`src/design/lek_pkg.sv`:
```
// ----------------------------------------------------------------------------
// lek_pkg
// Shared types and constants for the line editor keystroke engine.
// ----------------------------------------------------------------------------
package lek_pkg;

    // Default buffer size and the most cells that are ever built; only 15 of them
    // can hold a character (the 4-bit length limit caps a line at 15 characters).
    localparam int BUFFER_SIZE_DEF = 16;
    localparam int CELL_CAP        = 16;

    // Key codes
    localparam logic [7:0] KEY_CTRL_A = 8'd1;
    localparam logic [7:0] KEY_CTRL_B = 8'd2;
    localparam logic [7:0] KEY_CTRL_D = 8'd4;
    localparam logic [7:0] KEY_CTRL_E = 8'd5;
    localparam logic [7:0] KEY_CTRL_F = 8'd6;
    localparam logic [7:0] KEY_CTRL_H = 8'd8;
    localparam logic [7:0] KEY_LF     = 8'd10;
    localparam logic [7:0] KEY_CR     = 8'd13;
    localparam logic [7:0] KEY_CTRL_N = 8'd14;
    localparam logic [7:0] KEY_CTRL_P = 8'd16;
    localparam logic [7:0] KEY_DEL    = 8'd127;
    localparam logic [7:0] KEY_FIRST  = 8'd32;   // space
    localparam logic [7:0] KEY_LASTP  = 8'd126;  // tilde

    // Echo bytes
    localparam logic [7:0] CH_BEL   = 8'd7;
    localparam logic [7:0] CH_BS    = 8'd8;
    localparam logic [7:0] CH_LF    = 8'd10;
    localparam logic [7:0] CH_CR    = 8'd13;
    localparam logic [7:0] CH_SPACE = 8'd32;
    localparam logic [7:0] CH_NONE  = 8'd0;

    // Result kinds
    localparam logic [2:0] KIND_ECHO   = 3'd0;
    localparam logic [2:0] KIND_PROMPT = 3'd1;
    localparam logic [2:0] KIND_CHAR   = 3'd2;
    localparam logic [2:0] KIND_END    = 3'd3;
    localparam logic [2:0] KIND_EOF    = 3'd4;

    localparam logic [3:0] MAX_LEN_RST = 4'd15;

    // Edit command broadcast to the cell row
    typedef enum logic [1:0] {
        CMD_NONE = 2'd0,
        CMD_INS  = 2'd1,
        CMD_DEL  = 2'd2
    } cmd_t;

endpackage

```
`src/design/lek_if.sv`:
```
// ----------------------------------------------------------------------------
// lek_if
// Valid/ready channels of the line editor: key in, results out, config write.
// ----------------------------------------------------------------------------
interface lek_key_if;
    logic       valid;
    logic       ready;
    logic [7:0] key;
    modport source (output valid, output key, input ready);
    modport sink   (input valid, input key, output ready);
endinterface

interface lek_res_if;
    logic       valid;
    logic       ready;
    logic [2:0] kind;
    logic [7:0] byte_res;
    logic       last;
    modport source (output valid, output kind, output byte_res, output last, input ready);
    modport sink   (input valid, input kind, input byte_res, input last, output ready);
endinterface

interface lek_cfg_if;
    logic       valid;
    logic       ready;
    logic [3:0] data;
    modport source (output valid, output data, input ready);
    modport sink   (input valid, input data, output ready);
endinterface

```
`src/design/lek_cell.sv`:
```
// ----------------------------------------------------------------------------
// lek_cell
// One character cell of the line buffer; shifts with its neighbors on edits.
// ----------------------------------------------------------------------------
module lek_cell #(
    parameter int IDX = 0,
    parameter int PW  = 4
) (
    input  logic              clk,
    input  lek_pkg::cmd_t     cmd,
    input  logic [PW-1:0]     pos,
    input  logic [PW-1:0]     len,
    input  logic [7:0]        key,
    input  logic [7:0]        left_q,
    input  logic [7:0]        right_q,
    output logic [7:0]        q
);

    localparam logic [PW:0] MY_IDX = (PW+1)'(IDX);

    logic [7:0] q_reg;
    logic [7:0] q_next;
    logic [PW:0] pos_x;
    logic [PW:0] len_x;

    assign pos_x = {1'b0, pos};
    assign len_x = {1'b0, len};

    always_comb
    begin
        q_next = q_reg;
        case (cmd)
            lek_pkg::CMD_INS:
            begin
                // open a gap at pos: cells above it take their left neighbor
                if (MY_IDX == pos_x)
                begin
                    q_next = key;
                end
                else if (MY_IDX > pos_x && MY_IDX <= len_x)
                begin
                    q_next = left_q;
                end
            end
            lek_pkg::CMD_DEL:
            begin
                // close the gap at pos
                if (MY_IDX >= pos_x && MY_IDX + 1'b1 < len_x)
                begin
                    q_next = right_q;
                end
            end
            default:
            begin
                q_next = q_reg;
            end
        endcase
    end

    always_ff @(posedge clk)
    begin
        q_reg <= q_next;
    end

    assign q = q_reg;

endmodule

```
`src/design/line_editor_keystroke_engine.sv`:
```
// ----------------------------------------------------------------------------
// line_editor_keystroke_engine
// Emacs-style line editor: key bytes in, terminal redisplay and lines out.
// ----------------------------------------------------------------------------
// One key is taken at a time. The line lives in a row of byte cells; an
// insert or delete shifts the affected cells by one place in the cycle the
// key transfer happens, so the edit itself costs nothing extra. The block
// then walks a short list of phases (forward echo, move back or prompt,
// tail echo, blank-out, return backspaces; or CR, LF, line characters, line
// end), one result per cycle while the result sink holds ready high. It
// passes through a start state, loads each phase it reaches (up to five)
// and returns to idle; phases after the last one that has results are
// skipped. An ignored key produces no results and leaves the block idle.
// A key produces at most 31 results at the default size. A new key is
// taken after the last result of the previous key has been loaded into the
// output register and the sequencer has returned to idle. Configuration
// writes (max_length) are always taken and act on the next insertion.
// ----------------------------------------------------------------------------
module line_editor_keystroke_engine #(
    parameter int BUFFER_SIZE = lek_pkg::BUFFER_SIZE_DEF
) (
    input  logic    clk,
    input  logic    rst_n,
    lek_key_if.sink   keys,
    lek_res_if.source results,
    lek_cfg_if.sink   cfg
);

    // At most 16 cells are built; only the first 15 can ever be written (limit <= 15).
    localparam int NCELL = (BUFFER_SIZE < lek_pkg::CELL_CAP) ? BUFFER_SIZE
                                                             : lek_pkg::CELL_CAP;
    localparam int PW    = $clog2(NCELL);
    localparam int RW    = $clog2(3 * NCELL + 3);
    localparam logic [3:0] LIM_CAP = 4'(NCELL - 1);

    // sequencer states
    localparam logic [3:0] S_IDLE  = 4'd0;
    localparam logic [3:0] S_START = 4'd1;
    localparam logic [3:0] S_FWD   = 4'd2;
    localparam logic [3:0] S_MOVE  = 4'd3;
    localparam logic [3:0] S_TAIL  = 4'd4;
    localparam logic [3:0] S_BLANK = 4'd5;
    localparam logic [3:0] S_BACK  = 4'd6;
    localparam logic [3:0] S_CR    = 4'd7;
    localparam logic [3:0] S_LF    = 4'd8;
    localparam logic [3:0] S_CHARS = 4'd9;
    localparam logic [3:0] S_END   = 4'd10;
    localparam logic [3:0] S_EOF   = 4'd11;
    localparam logic [3:0] S_BELL  = 4'd12;

    // what kind of work a key starts
    localparam logic [1:0] M_REDRAW = 2'd0;
    localparam logic [1:0] M_ENTER  = 2'd1;
    localparam logic [1:0] M_EOF    = 2'd2;
    localparam logic [1:0] M_BELL   = 2'd3;

    // ------------------------------------------------------------------
    // registers
    // ------------------------------------------------------------------
    logic [3:0]    state_reg, state_next;
    logic [1:0]    mode_reg, mode_next;
    logic [PW-1:0] cursor_reg, cursor_next;
    logic [PW-1:0] len_reg, len_next;
    logic [3:0]    max_len_reg, max_len_next;
    logic [PW-1:0] oc_reg, oc_next;     // cursor before the key
    logic [PW-1:0] np_reg, np_next;     // cursor after the key
    logic [PW-1:0] ol_reg, ol_next;     // length before the key
    logic [PW-1:0] nl_reg, nl_next;     // length after the key
    logic [PW-1:0] cnt_reg, cnt_next;   // results left in this phase
    logic [PW-1:0] ridx_reg, ridx_next; // cell read index
    logic [RW-1:0] rem_reg, rem_next;   // results left for this key
    logic          out_valid_reg, out_valid_next;
    logic [2:0]    out_kind_reg, out_kind_next;
    logic [7:0]    out_byte_reg, out_byte_next;
    logic          out_last_reg, out_last_next;

    // ------------------------------------------------------------------
    // handshakes
    // ------------------------------------------------------------------
    logic key_xfer;
    logic emit_ok;
    logic emit;

    assign keys.ready       = (state_reg == S_IDLE);
    assign key_xfer         = keys.valid && keys.ready;
    assign cfg.ready        = 1'b1;
    assign emit_ok          = !out_valid_reg || results.ready;
    assign results.valid    = out_valid_reg;
    assign results.kind     = out_kind_reg;
    assign results.byte_res = out_byte_reg;
    assign results.last     = out_last_reg;

    // ------------------------------------------------------------------
    // key decode (current cursor and length)
    // ------------------------------------------------------------------
    logic [3:0]     lim;
    logic [1:0]     dec_mode;
    logic [PW-1:0]  dec_np;
    logic [PW-1:0]  dec_nl;
    logic           dec_act;
    lek_pkg::cmd_t  dec_cmd;
    logic [PW-1:0]  dec_pos;
    logic           printable;

    assign lim       = (max_len_reg > LIM_CAP) ? LIM_CAP : max_len_reg;
    assign printable = (keys.key >= lek_pkg::KEY_FIRST) && (keys.key <= lek_pkg::KEY_LASTP);

    always_comb
    begin
        dec_mode = M_REDRAW;
        dec_np   = cursor_reg;
        dec_nl   = len_reg;
        dec_act  = 1'b1;
        dec_cmd  = lek_pkg::CMD_NONE;
        dec_pos  = cursor_reg;
        if (keys.key == lek_pkg::KEY_LF || keys.key == lek_pkg::KEY_CR)
        begin
            dec_mode = M_ENTER;
            dec_np   = '0;
            dec_nl   = '0;
        end
        else if (keys.key == lek_pkg::KEY_CTRL_A)
        begin
            dec_np = '0;
        end
        else if (keys.key == lek_pkg::KEY_CTRL_E)
        begin
            dec_np = len_reg;
        end
        else if (keys.key == lek_pkg::KEY_CTRL_B)
        begin
            if (cursor_reg != '0)
            begin
                dec_np = cursor_reg - 1'b1;
            end
            else
            begin
                dec_act = 1'b0;
            end
        end
        else if (keys.key == lek_pkg::KEY_CTRL_F)
        begin
            if (cursor_reg < len_reg)
            begin
                dec_np = cursor_reg + 1'b1;
            end
            else
            begin
                dec_act = 1'b0;
            end
        end
        else if (keys.key == lek_pkg::KEY_CTRL_D)
        begin
            if (cursor_reg < len_reg)
            begin
                dec_cmd = lek_pkg::CMD_DEL;
                dec_nl  = len_reg - 1'b1;
            end
            else if (cursor_reg == '0 && len_reg == '0)
            begin
                dec_mode = M_EOF;
            end
            else
            begin
                dec_act = 1'b0;
            end
        end
        else if (keys.key == lek_pkg::KEY_CTRL_H || keys.key == lek_pkg::KEY_DEL)
        begin
            if (cursor_reg != '0)
            begin
                dec_cmd = lek_pkg::CMD_DEL;
                dec_pos = cursor_reg - 1'b1;
                dec_np  = cursor_reg - 1'b1;
                dec_nl  = len_reg - 1'b1;
            end
            else
            begin
                dec_act = 1'b0;
            end
        end
        else if (keys.key == lek_pkg::KEY_CTRL_P || keys.key == lek_pkg::KEY_CTRL_N)
        begin
            dec_act = 1'b0;
        end
        else if (4'(len_reg) < lim && printable)
        begin
            dec_cmd = lek_pkg::CMD_INS;
            dec_np  = cursor_reg + 1'b1;
            dec_nl  = len_reg + 1'b1;
        end
        else
        begin
            dec_mode = M_BELL;
        end
    end

    // total result count for the decoded key
    logic [RW-1:0] r_fwd, r_mv, r_tail, r_blank, dec_rem;

    always_comb
    begin
        r_fwd   = (dec_np > cursor_reg) ? RW'(dec_np - cursor_reg) : '0;
        r_mv    = (dec_np > cursor_reg) ? '0 :
                  (dec_np == '0)        ? RW'(1) : RW'(cursor_reg - dec_np);
        r_tail  = RW'(dec_nl - dec_np);
        r_blank = (len_reg > dec_nl) ? RW'(len_reg - dec_nl) : '0;
        if (!dec_act)
        begin
            dec_rem = '0;
        end
        else
        begin
            case (dec_mode)
                M_ENTER:
                begin
                    dec_rem = RW'(len_reg) + RW'(3);
                end
                M_EOF, M_BELL:
                begin
                    dec_rem = RW'(1);
                end
                default:
                begin
                    // changed length: tail and blanks echoed, then as many backspaces
                    dec_rem = r_fwd + r_mv
                            + ((dec_nl != len_reg) ? ((r_tail + r_blank) << 1) : '0);
                end
            endcase
        end
    end

    // ------------------------------------------------------------------
    // cell row holding the line
    // ------------------------------------------------------------------
    logic [7:0]    cell_q [NCELL];
    lek_pkg::cmd_t cell_cmd;

    assign cell_cmd = key_xfer ? dec_cmd : lek_pkg::CMD_NONE;

    for (genvar g = 0; g < NCELL; g++)
    begin : g_cell
        logic [7:0] left_q;
        logic [7:0] right_q;
        if (g == 0)
        begin : g_first
            assign left_q = 8'h00;
        end
        else
        begin : g_mid_l
            assign left_q = cell_q[g-1];
        end
        if (g == NCELL - 1)
        begin : g_last
            assign right_q = 8'h00;
        end
        else
        begin : g_mid_r
            assign right_q = cell_q[g+1];
        end
        lek_cell #(
            .IDX (g),
            .PW  (PW)
        ) u_cell (
            .clk     (clk),
            .cmd     (cell_cmd),
            .pos     (dec_pos),
            .len     (len_reg),
            .key     (keys.key),
            .left_q  (left_q),
            .right_q (right_q),
            .q       (cell_q[g])
        );
    end

    // ------------------------------------------------------------------
    // phase order and phase counts
    // ------------------------------------------------------------------
    logic [3:0]    nxt;
    logic [PW-1:0] seed_cnt;
    logic [PW-1:0] seed_ridx;
    logic          chg;

    assign chg = (nl_reg != ol_reg);

    always_comb
    begin
        unique case (state_reg)
            S_START:
            begin
                case (mode_reg)
                    M_ENTER: nxt = S_CR;
                    M_EOF:   nxt = S_EOF;
                    M_BELL:  nxt = S_BELL;
                    default: nxt = S_FWD;
                endcase
            end
            S_FWD:   nxt = S_MOVE;
            S_MOVE:  nxt = S_TAIL;
            S_TAIL:  nxt = S_BLANK;
            S_BLANK: nxt = S_BACK;
            S_CR:    nxt = S_LF;
            S_LF:    nxt = S_CHARS;
            S_CHARS: nxt = S_END;
            default: nxt = S_IDLE;
        endcase
    end

    always_comb
    begin
        seed_ridx = np_reg;
        seed_cnt  = PW'(1);
        case (nxt)
            S_FWD:
            begin
                seed_ridx = oc_reg;
                seed_cnt  = (np_reg > oc_reg) ? (np_reg - oc_reg) : '0;
            end
            S_MOVE:
            begin
                seed_cnt = (np_reg > oc_reg) ? '0 :
                           (np_reg == '0)    ? PW'(1) : (oc_reg - np_reg);
            end
            S_TAIL:
            begin
                seed_cnt = chg ? (nl_reg - np_reg) : '0;
            end
            S_BLANK:
            begin
                seed_cnt = (chg && ol_reg > nl_reg) ? (ol_reg - nl_reg) : '0;
            end
            S_BACK:
            begin
                seed_cnt = !chg ? '0 :
                           (ol_reg > nl_reg) ? (ol_reg - np_reg) : (nl_reg - np_reg);
            end
            S_CHARS:
            begin
                seed_ridx = '0;
                seed_cnt  = ol_reg;
            end
            default:
            begin
                seed_cnt = PW'(1);
            end
        endcase
    end

    // ------------------------------------------------------------------
    // result byte for the current phase
    // ------------------------------------------------------------------
    logic [2:0] cur_kind;
    logic [7:0] cur_byte;

    always_comb
    begin
        cur_kind = lek_pkg::KIND_ECHO;
        cur_byte = lek_pkg::CH_NONE;
        case (state_reg)
            S_FWD, S_TAIL:
            begin
                cur_byte = cell_q[ridx_reg];
            end
            S_CHARS:
            begin
                cur_kind = lek_pkg::KIND_CHAR;
                cur_byte = cell_q[ridx_reg];
            end
            S_MOVE:
            begin
                if (np_reg == '0)
                begin
                    cur_kind = lek_pkg::KIND_PROMPT;
                end
                else
                begin
                    cur_byte = lek_pkg::CH_BS;
                end
            end
            S_BLANK: cur_byte = lek_pkg::CH_SPACE;
            S_BACK:  cur_byte = lek_pkg::CH_BS;
            S_CR:    cur_byte = lek_pkg::CH_CR;
            S_LF:    cur_byte = lek_pkg::CH_LF;
            S_END:   cur_kind = lek_pkg::KIND_END;
            S_EOF:   cur_kind = lek_pkg::KIND_EOF;
            S_BELL:  cur_byte = lek_pkg::CH_BEL;
            default:
            begin
                cur_kind = lek_pkg::KIND_ECHO;
                cur_byte = lek_pkg::CH_NONE;
            end
        endcase
    end

    // ------------------------------------------------------------------
    // sequencer
    // ------------------------------------------------------------------
    always_comb
    begin
        state_next   = state_reg;
        mode_next    = mode_reg;
        cursor_next  = cursor_reg;
        len_next     = len_reg;
        oc_next      = oc_reg;
        np_next      = np_reg;
        ol_next      = ol_reg;
        nl_next      = nl_reg;
        cnt_next     = cnt_reg;
        ridx_next    = ridx_reg;
        rem_next     = rem_reg;
        emit         = 1'b0;
        max_len_next = (cfg.valid && cfg.ready) ? cfg.data : max_len_reg;

        unique case (state_reg)
            S_IDLE:
            begin
                if (key_xfer)
                begin
                    cursor_next = dec_np;
                    len_next    = dec_nl;
                    oc_next     = cursor_reg;
                    np_next     = dec_np;
                    ol_next     = len_reg;
                    nl_next     = dec_nl;
                    mode_next   = dec_mode;
                    rem_next    = dec_rem;
                    cnt_next    = '0;
                    if (dec_rem != '0)
                    begin
                        state_next = S_START;
                    end
                end
            end
            default:
            begin
                if (rem_reg == '0)
                begin
                    state_next = S_IDLE;
                end
                else if (cnt_reg == '0)
                begin
                    state_next = nxt;
                    cnt_next   = seed_cnt;
                    ridx_next  = seed_ridx;
                end
                else if (emit_ok)
                begin
                    emit      = 1'b1;
                    cnt_next  = cnt_reg - 1'b1;
                    ridx_next = ridx_reg + 1'b1;
                    rem_next  = rem_reg - 1'b1;
                end
            end
        endcase
    end

    // output register
    always_comb
    begin
        out_valid_next = out_valid_reg;
        out_kind_next  = out_kind_reg;
        out_byte_next  = out_byte_reg;
        out_last_next  = out_last_reg;
        if (emit)
        begin
            out_valid_next = 1'b1;
            out_kind_next  = cur_kind;
            out_byte_next  = cur_byte;
            out_last_next  = (rem_reg == RW'(1));
        end
        else if (results.ready)
        begin
            out_valid_next = 1'b0;
        end
    end

    always_ff @(posedge clk or negedge rst_n)
    begin
        if (!rst_n)
        begin
            state_reg     <= S_IDLE;
            mode_reg      <= M_REDRAW;
            cursor_reg    <= '0;
            len_reg       <= '0;
            max_len_reg   <= lek_pkg::MAX_LEN_RST;
            cnt_reg       <= '0;
            rem_reg       <= '0;
            out_valid_reg <= 1'b0;
        end
        else
        begin
            state_reg     <= state_next;
            mode_reg      <= mode_next;
            cursor_reg    <= cursor_next;
            len_reg       <= len_next;
            max_len_reg   <= max_len_next;
            cnt_reg       <= cnt_next;
            rem_reg       <= rem_next;
            out_valid_reg <= out_valid_next;
        end
    end

    // payload, no reset
    always_ff @(posedge clk)
    begin
        oc_reg       <= oc_next;
        np_reg       <= np_next;
        ol_reg       <= ol_next;
        nl_reg       <= nl_next;
        ridx_reg     <= ridx_next;
        out_kind_reg <= out_kind_next;
        out_byte_reg <= out_byte_next;
        out_last_reg <= out_last_next;
    end

endmodule
```
`src/flat_wrapper.sv`:
```
// flat-port wrapper written by rule: the top's interface ports become plain ports
module line_editor_keystroke_engine_flat 
#(
    parameter int BUFFER_SIZE = lek_pkg::BUFFER_SIZE_DEF
)
  (clk, rst_n, keys_valid, keys_key, keys_ready, results_valid, results_kind, results_byte_res, results_last, results_ready, cfg_valid, cfg_data, cfg_ready);
  lek_key_if keys_i ();
  lek_res_if results_i ();
  lek_cfg_if cfg_i ();
  input  logic clk;
  input  logic rst_n;
  input wire logic [$bits(keys_i.valid)-1:0] keys_valid;
  input wire logic [$bits(keys_i.key)-1:0] keys_key;
  output wire logic [$bits(keys_i.ready)-1:0] keys_ready;
  output wire logic [$bits(results_i.valid)-1:0] results_valid;
  output wire logic [$bits(results_i.kind)-1:0] results_kind;
  output wire logic [$bits(results_i.byte_res)-1:0] results_byte_res;
  output wire logic [$bits(results_i.last)-1:0] results_last;
  input wire logic [$bits(results_i.ready)-1:0] results_ready;
  input wire logic [$bits(cfg_i.valid)-1:0] cfg_valid;
  input wire logic [$bits(cfg_i.data)-1:0] cfg_data;
  output wire logic [$bits(cfg_i.ready)-1:0] cfg_ready;
  assign keys_i.valid = keys_valid;
  assign keys_i.key = keys_key;
  assign keys_ready = keys_i.ready;
  assign results_valid = results_i.valid;
  assign results_kind = results_i.kind;
  assign results_byte_res = results_i.byte_res;
  assign results_last = results_i.last;
  assign results_i.ready = results_ready;
  assign cfg_i.valid = cfg_valid;
  assign cfg_i.data = cfg_data;
  assign cfg_ready = cfg_i.ready;
  line_editor_keystroke_engine #(.BUFFER_SIZE(BUFFER_SIZE)) u_core (.clk(clk), .rst_n(rst_n), .keys(keys_i), .results(results_i), .cfg(cfg_i));
endmodule
```
`config.mk`:
```
export PLATFORM = sky130hd
export DESIGN_NAME = line_editor_keystroke_engine_flat
export DESIGN_NICKNAME = d
export VERILOG_FILES = /design/src/design/lek_pkg.sv /design/src/design/lek_if.sv /design/src/design/lek_cell.sv /design/src/design/line_editor_keystroke_engine.sv /design/src/flat_wrapper.sv
export SDC_FILE = /design/constraint.sdc
export NUM_CORES = 1
export LEC_CHECK = 0
export ABC_AREA = 1
export BUFFER_PORTS_ARGS = -buffer_cell sky130_fd_sc_hd__buf_2
export CORE_AREA = 2 2 220 222
export CTS_BUF_LIST = sky130_fd_sc_hd__clkbuf_4 sky130_fd_sc_hd__clkbuf_8
export DETAILED_ROUTE_END_ITERATION = 8
export DIE_AREA = 0 0 222 224
export PLACE_DENSITY_LB_ADDON = 0.2
export SYNTH_ARGS = -nofsm -noshare
export SYNTH_HDL_FRONTEND = slang
export SYNTH_SLANG_ARGS = --single-unit
```
`constraint.sdc`:
```
create_clock -name clk -period 9.9 [get_ports clk]
set_input_delay 1.98 -clock clk [delete_from_list [all_inputs] [get_ports clk]]
set_output_delay 1.98 -clock clk [all_outputs]
set_load 0.02 [all_outputs]
```
======== Word level (Yosys, flattened, before mapping) ========
Index checks and enable logic that the tools add are counted.
word-level totals
  register bits ........................... 189
  latch bits .............................. 0
  memory bits (writable) .................. 0
  memory bits (read-only) ................. 0
  bits of input ports ..................... 17
  output and inout bits ................... 15
  word-level logic and storage cells ...... 478
  memories ................................ 0
cells by class
  add/sub/neg operators ................... 20
  multipliers ............................. 0
  divide/modulo/power cells ............... 0
  order comparisons ....................... 74
  equality and inequality tests ........... 91
  shifts and indexed selects .............. 0
  multiplexer cells ....................... 177
  bitwise logic cells ..................... 3
  reduce and logical (&&, ||, !) cells .... 81
operators by type and width
  cell                                                                    count
  8-bit two-way mux                                                       50
  8-bit one-hot mux with 2 select lines                                   16
  4-bit two-way mux                                                       50
  6-bit two-way mux                                                       10
  3-bit AND reduction                                                     19
  8-bit one-hot mux with 7 select lines                                   1
  3-bit inequality test (second input constant)                           16
  2-bit two-way mux                                                       22
  1-bit logical AND                                                       37
  2-bit inequality test (second input constant)                           18
  8-bit binary-select mux with 4-bit select                               1
  4-bit equality test (first input constant)                              8
  8-bit by 4-bit equality test with 1-bit output (second input constant)  4
  4-bit >= comparator (first input constant)                              8
  4-bit greater-than comparator (first input constant)                    8
  4-bit <= comparator (first input constant)                              8
  4-bit < comparator (first input constant)                               8
  4-bit one-hot mux with 8 select lines                                   1
  4-bit by 3-bit equality test with 1-bit output (second input constant)  7
  4-bit equality test (second input constant)                             6
  8-bit by 3-bit equality test with 1-bit output (second input constant)  3
  4-bit logical NOT                                                       6
  4-bit one-hot mux with 6 select lines                                   1
  1-bit two-way mux                                                       20
  60 further kinds                                                        118

======== Depth between registers and ports, before layout ========
  depth in word-level cells ............... 24
  gate-level depth with buffers ........... 45
  mapped depth without buffers ............ 43

======== Cells and area by module ========
A second synthesis with hierarchy kept.
unflattened totals
  cells, all modules ...................... 2,349
  area total of the unflattened synthesis .. 16,479.6 um^2
modules (own cells, without submodules)
  module                               times used  cells each  area an instance (um^2)  seq. area each (um^2)
  line_editor_keystroke_engine         1           1,059       7,262.0                  1,691.6
  lek_cell (u_core.g_cell[2].u_cell)   1           78          601.8                    240.2
  lek_cell (u_core.g_cell[10].u_cell)  1           85          596.8                    240.2
  lek_cell (u_core.g_cell[11].u_cell)  1           87          593.1                    240.2
  lek_cell (u_core.g_cell[13].u_cell)  1           85          585.6                    240.2
  lek_cell (u_core.g_cell[3].u_cell)   1           82          585.6                    240.2
  lek_cell (u_core.g_cell[9].u_cell)   1           86          585.6                    240.2
  lek_cell (u_core.g_cell[1].u_cell)   1           80          583.1                    240.2
  lek_cell (u_core.g_cell[7].u_cell)   1           88          581.8                    240.2
  lek_cell (u_core.g_cell[6].u_cell)   1           81          578.1                    240.2
  lek_cell (u_core.g_cell[4].u_cell)   1           83          576.8                    240.2
  lek_cell (u_core.g_cell[5].u_cell)   1           77          574.3                    240.2
  lek_cell (u_core.g_cell[12].u_cell)  1           80          563.0                    240.2
  lek_cell (u_core.g_cell[8].u_cell)   1           78          558.0                    240.2
  3 more rows                          n/a         n/a         n/a                      n/a

======== Least setup slack after synthesis ========
OpenSTA, ideal clock, no wires.
  path type ............................... input to register
  from .................................... input keys_key[7]
  to ...................................... register u_core.state_reg[2]
  library setup time ...................... 0.117 ns
  arrival ................................. 7.111 ns
  data required time ...................... 9.783 ns
  setup slack ............................. 2.672 ns
  stages .................................. 35
  buffers on the path ..................... 1
  cell sequence ........................... buf_6 nor2_1 o21ai_1 nor2_2 nand3_4 inv_2 a21oi_1 o221ai_1 nand3_1 ha_1 nand3_1 nand2_1 inv_1 nor2_1 o21ai_0 inv_1 nand2_1 fa_1 inv_1 fa_1 nand2_1 fa_1 fa_1 o21ai_0 a21oi_1 xor2_1 inv_1 xor2_1 inv_1 nand3_1 nand3_2 nand3_4 nand2_4 nand2_1 nand2_1
on the way
  cells in the longest elaborated chain, start to end .. 22
  elaborated cells between the ends (all ways) .. 78
  those cells by class .................... add/sub: 7; order compare: 4; eq/ne: 16; mux: 42; reduce/logical: 9
RTL lines
  item                                                                                                                     line                                                                      RTL
  start: declaration                                                                                                       flat_wrapper.sv:13                                                        input wire logic [$bits(keys_i.key)-1:0] keys_key;
  8-bit by 6-bit >= comparator with 1-bit output / 8-bit by 7-bit <= comparator with 1-bit output (equally long branches)  line_editor_keystroke_engine.sv:106                                       assign printable = (keys.key >= lek_pkg::KEY_FIRST) && (keys.key <= lek_pkg::KEY_LASTP);
  1-bit logical AND                                                                                                        line_editor_keystroke_engine.sv:106
  1-bit logical AND                                                                                                        line_editor_keystroke_engine.sv:186                                       else if (4'(len_reg) < lim && printable)
  4-bit two-way mux                                                                                                        line_editor_keystroke_engine.sv:186
  4-bit two-way mux                                                                                                        line_editor_keystroke_engine.sv:182                                       else if (keys.key == lek_pkg::KEY_CTRL_P || keys.key == lek_pkg::KEY_CTRL_N)
  4-bit two-way mux                                                                                                        line_editor_keystroke_engine.sv:168                                       else if (keys.key == lek_pkg::KEY_CTRL_H || keys.key == lek_pkg::KEY_DEL)
  4-bit two-way mux                                                                                                        line_editor_keystroke_engine.sv:152                                       else if (keys.key == lek_pkg::KEY_CTRL_D)
  4-bit two-way mux                                                                                                        line_editor_keystroke_engine.sv:141                                       else if (keys.key == lek_pkg::KEY_CTRL_F)
  (+6 left out)                                                                                                            n/a
  6-bit two-way mux / 5-bit adder (equally long branches)                                                                  line_editor_keystroke_engine.sv:204, line_editor_keystroke_engine.sv:227
  6-bit adder / 6-bit two-way mux (equally long branches)                                                                  line_editor_keystroke_engine.sv:226, line_editor_keystroke_engine.sv:227
  6-bit adder                                                                                                              line_editor_keystroke_engine.sv:227                                       + ((dec_nl != len_reg) ? ((r_tail + r_blank) << 1) : '0);
  6-bit one-hot mux with 2 select lines                                                                                    line_editor_keystroke_engine.sv:214                                       case (dec_mode)
  6-bit two-way mux *                                                                                                      line_editor_keystroke_engine.sv:208                                       if (!dec_act)
  6-bit nonzero test *                                                                                                     line_editor_keystroke_engine.sv:428                                       if (dec_rem != '0)
  2-bit inequality test (no source line) *                                                                                 n/a
  3-bit AND reduction (no source line) *                                                                                   n/a
  end signal: assignment                                                                                                   line_editor_keystroke_engine.sv:492                                       state_reg <= state_next;
  end: declaration                                                                                                         line_editor_keystroke_engine.sv:60                                        logic [3:0] state_reg, state_next;
Mark *: on every way between the ends. The rest lies on a longest branch, timed or not.
A chain may end at the register's enable or synchronous reset.

======== Worst setup path after layout ========
  from .................................... input keys_key[0]
  to ...................................... register u_core.state_reg[2]
The elaborated chain is that of the path after synthesis.

==> flow_summary.yaml <==
cells_and_area:
  fillers: 5070
  final-seq-area_um2: 5540
  area_growth_pct: 6.41
  multi_input_area_um2: 7340
  fin_area_um2: 15400
  fin_cells: 2449
  final_net_count: 1916
  largest_register_ff_count: 128
  fin_util_pct: 32.6
  drive_gt1_share_pct: 10.7
worst_setup_path:
  setup.worst_path.start_class: "input port"
  critPathLaunch: "keys_key[0]"
  crit_type: "in -> reg"
  crit_arrival_ps: 8110
  critPathSlowestCell: "fa_1"
  r2r-start: "u_core.len_reg[3]"
  cp_max_fo: 18
  cp-end-kind: "flip-flop"
  required_ps: 10330
  crit_top_cell: "inv_1"
  slowest_delay_ps: 480
place:
  placedCellCount: 2416
  port_buffers: 30
  place_congestion: 0.899
  place_hpwl_mm: 33.3
  dpl-instance-area_um2: 15000
synthesis:
  synth.distinct_cells: 64
  synth_edf_count: 160
  yosysWarnings: 0
  netlist_area_um2: 14500
  synthFlopType: "edfxtp_1"
  synthArstFlopShare_pct: 15.3
  yosysSeqAreaShare_pct: 38.2
  synth.top_cells.by_count: "o21ai_0 (320), inv_1 (263), nand2_1 (218)"
  syn_nets: 1951
  syn_avg_cell_area_um2: 7.81
  synthCells: 1855
  yosys.area.top_type: "edfxtp_1"
  yosysTopAreaCellShare_pct: 33.2
  ys_ff_latch: 189
  yosysMostFrequentCell: "o21ai_0"
  synth.area.top_cells: "edfxtp_1 (33%), o21ai_0 (11%), inv_1 (6.8%)"
min_path:
  min_path_type: "reg -> reg"
  holdCritStartpoint: "u_core.max_len_reg[1]"
grt:
  grt_max_degree: 105
  gr-total-overflow: 0
  grt_pass1_wl_mm: 72.5
  grt_pass1_vias: 12300
  grt_antenna_before_repair: 3
  grt_usage_pct: 18.7
timing:
  timing.final.crit_share_pct: 77.6
  setup_tns_ps: 0
  finalSetupViolCount: 0
  fin_skew_ps: 32.6
  period_needed_ps: 7680
  fmax_mhz: 130
  holdWs_ps: 495
  final_max_slew_viol_count: 0
  hold_viol: 0
  timing.slew.headroom_pct: 14.5
  worstMarginPinSlew_ps: 1270
  rsz0062_at_grt: "no"
clock_tree:
  postCtsHoldBufs: 0
  clock_path_buffers: 2
  tritoncts: "yes"
  cts_htree_levels: 4
  clk_latency_ps: 550
  post_cts_resized: 0
  post_cts_buffers: 0
  root_buffer: "clkbuf_8"
  clkTransAtPathRegs_ps: 100
  cts_buffers: 17
  cts_sinks: 189
floorplanning:
  die_w_um: 222
  core_area_um2: 47300
  ioPinCount: 32
  die_h_um: 224
  rows: 80
  start_util_pct: 30.6
  dieArea_um2: 49700
routing:
  vias: 12800
  wl_per_cell_um: 18.7
  wl_mm: 45.9
  via_per_inst: 5.24
  ant_nets: 0
  drtIter0Drc: 1137
  dr.pass1.iters: 5
  drc: 0
pwr:
  power.leakage_nw: 6.38
  power_density_nw_per_um2: 360
  irDropWorstVdd_mv: 0.365
outcome:
  status: "complete, no violations"
run:
  cap_violations: 0
[power breakdown]
group / internal (mW) / switching [mW] / leakage (nW) / total [mW]
Combinational: 1.32 / 2.40 / 4.37 / 3.73
Clock: 0.206 / 0.333 / 0.184 / 0.538
Sequential: 1.11 / 0.170 / 1.83 / 1.28
Total: 2.64 / 2.91 / 6.38 / 5.55
[final cells by class]
cell class | instances | area share [%]
diodes | 1 | 0.0162
clock buffers | 18 | 1.57
clock inverters | 14 | 0.844
inverters | 305 | 7.53
multi-input cells | 1266 | 47.6
flip-flops and latches | 189 | 35.9
well taps | 615 | 4.99
repair buffers | 41 | 1.51
[cells by family after synthesis]
family	after synthesis	synth area share, %
DFF	189	38.2
AOI/OAI and AO/OA	641	24.1
and+or+nand+nor	516	16.8
xor gates and xnor gates	27	1.76
muxes	1	0.0777
adders and majority gates	79	7.70
other	2	0.0518
buffers and inverters	400	11.3
[worst max-delay path: cells and delay by family]
kind | cells | cell delay, ps
xor gates and xnor gates | 2 | 340
adders and majority gates | 5 | 1970
buffers and inverters | 8 | 1030
AOI/OAI and AO/OA | 8 | 1240
and+or+nand+nor | 15 | 1530
[per-layer routing]
layer | track usage (%) | wire [um] | vias to the layer above
met5 | 0 | 0 | -
met4 | 6.26 | 1100 | 0
met3 | 2.01 | 2200 | 56
met2 | 29.6 | 20300 | 392
met1 | 26.7 | 22200 | 6108
li1 | - | - | 6275
[placed cells by master (no fill, tap or decap), drive strengths merged, types with 18 or more instances in the layout]
cell,netlist,layout
edfxtp,160,160
nand2,243,243
xor2,19,19
o21ai,352,352
clkbuf,55,18
a21oi,198,198
dfrtp,25,25
buf,40,41
nand3,86,86
inv,301,306
nor3,23,23
nor2,139,139
ha,62,62
[per-stage QoR]
stage	power [mW]	worst slack, ps
final	5.55	2220
after global routing	6.17	1600
after CTS	5.56	2240
after detailed placement	5.02	1690
after global placement	4.97	1840
after floorplan	4.05	2670
[worst paths after layout]
check | to | slack (ps) | cells past startpoint
max in group asynchronous | u_core.cursor_reg[0] | 7910 | 1
worst min-delay path | u_core.max_len_reg[1] | 500 | 2
worst max register to register | u_core.state_reg[2] | 2840 | 35
worst min register to register | u_core.max_len_reg[1] | 500 | 2
min in group asynchronous | u_core.rem_reg[5] | 1500 | 1
worst max-delay path | u_core.state_reg[2] | 2220 | 38
(Power assumes the default switching activity.)
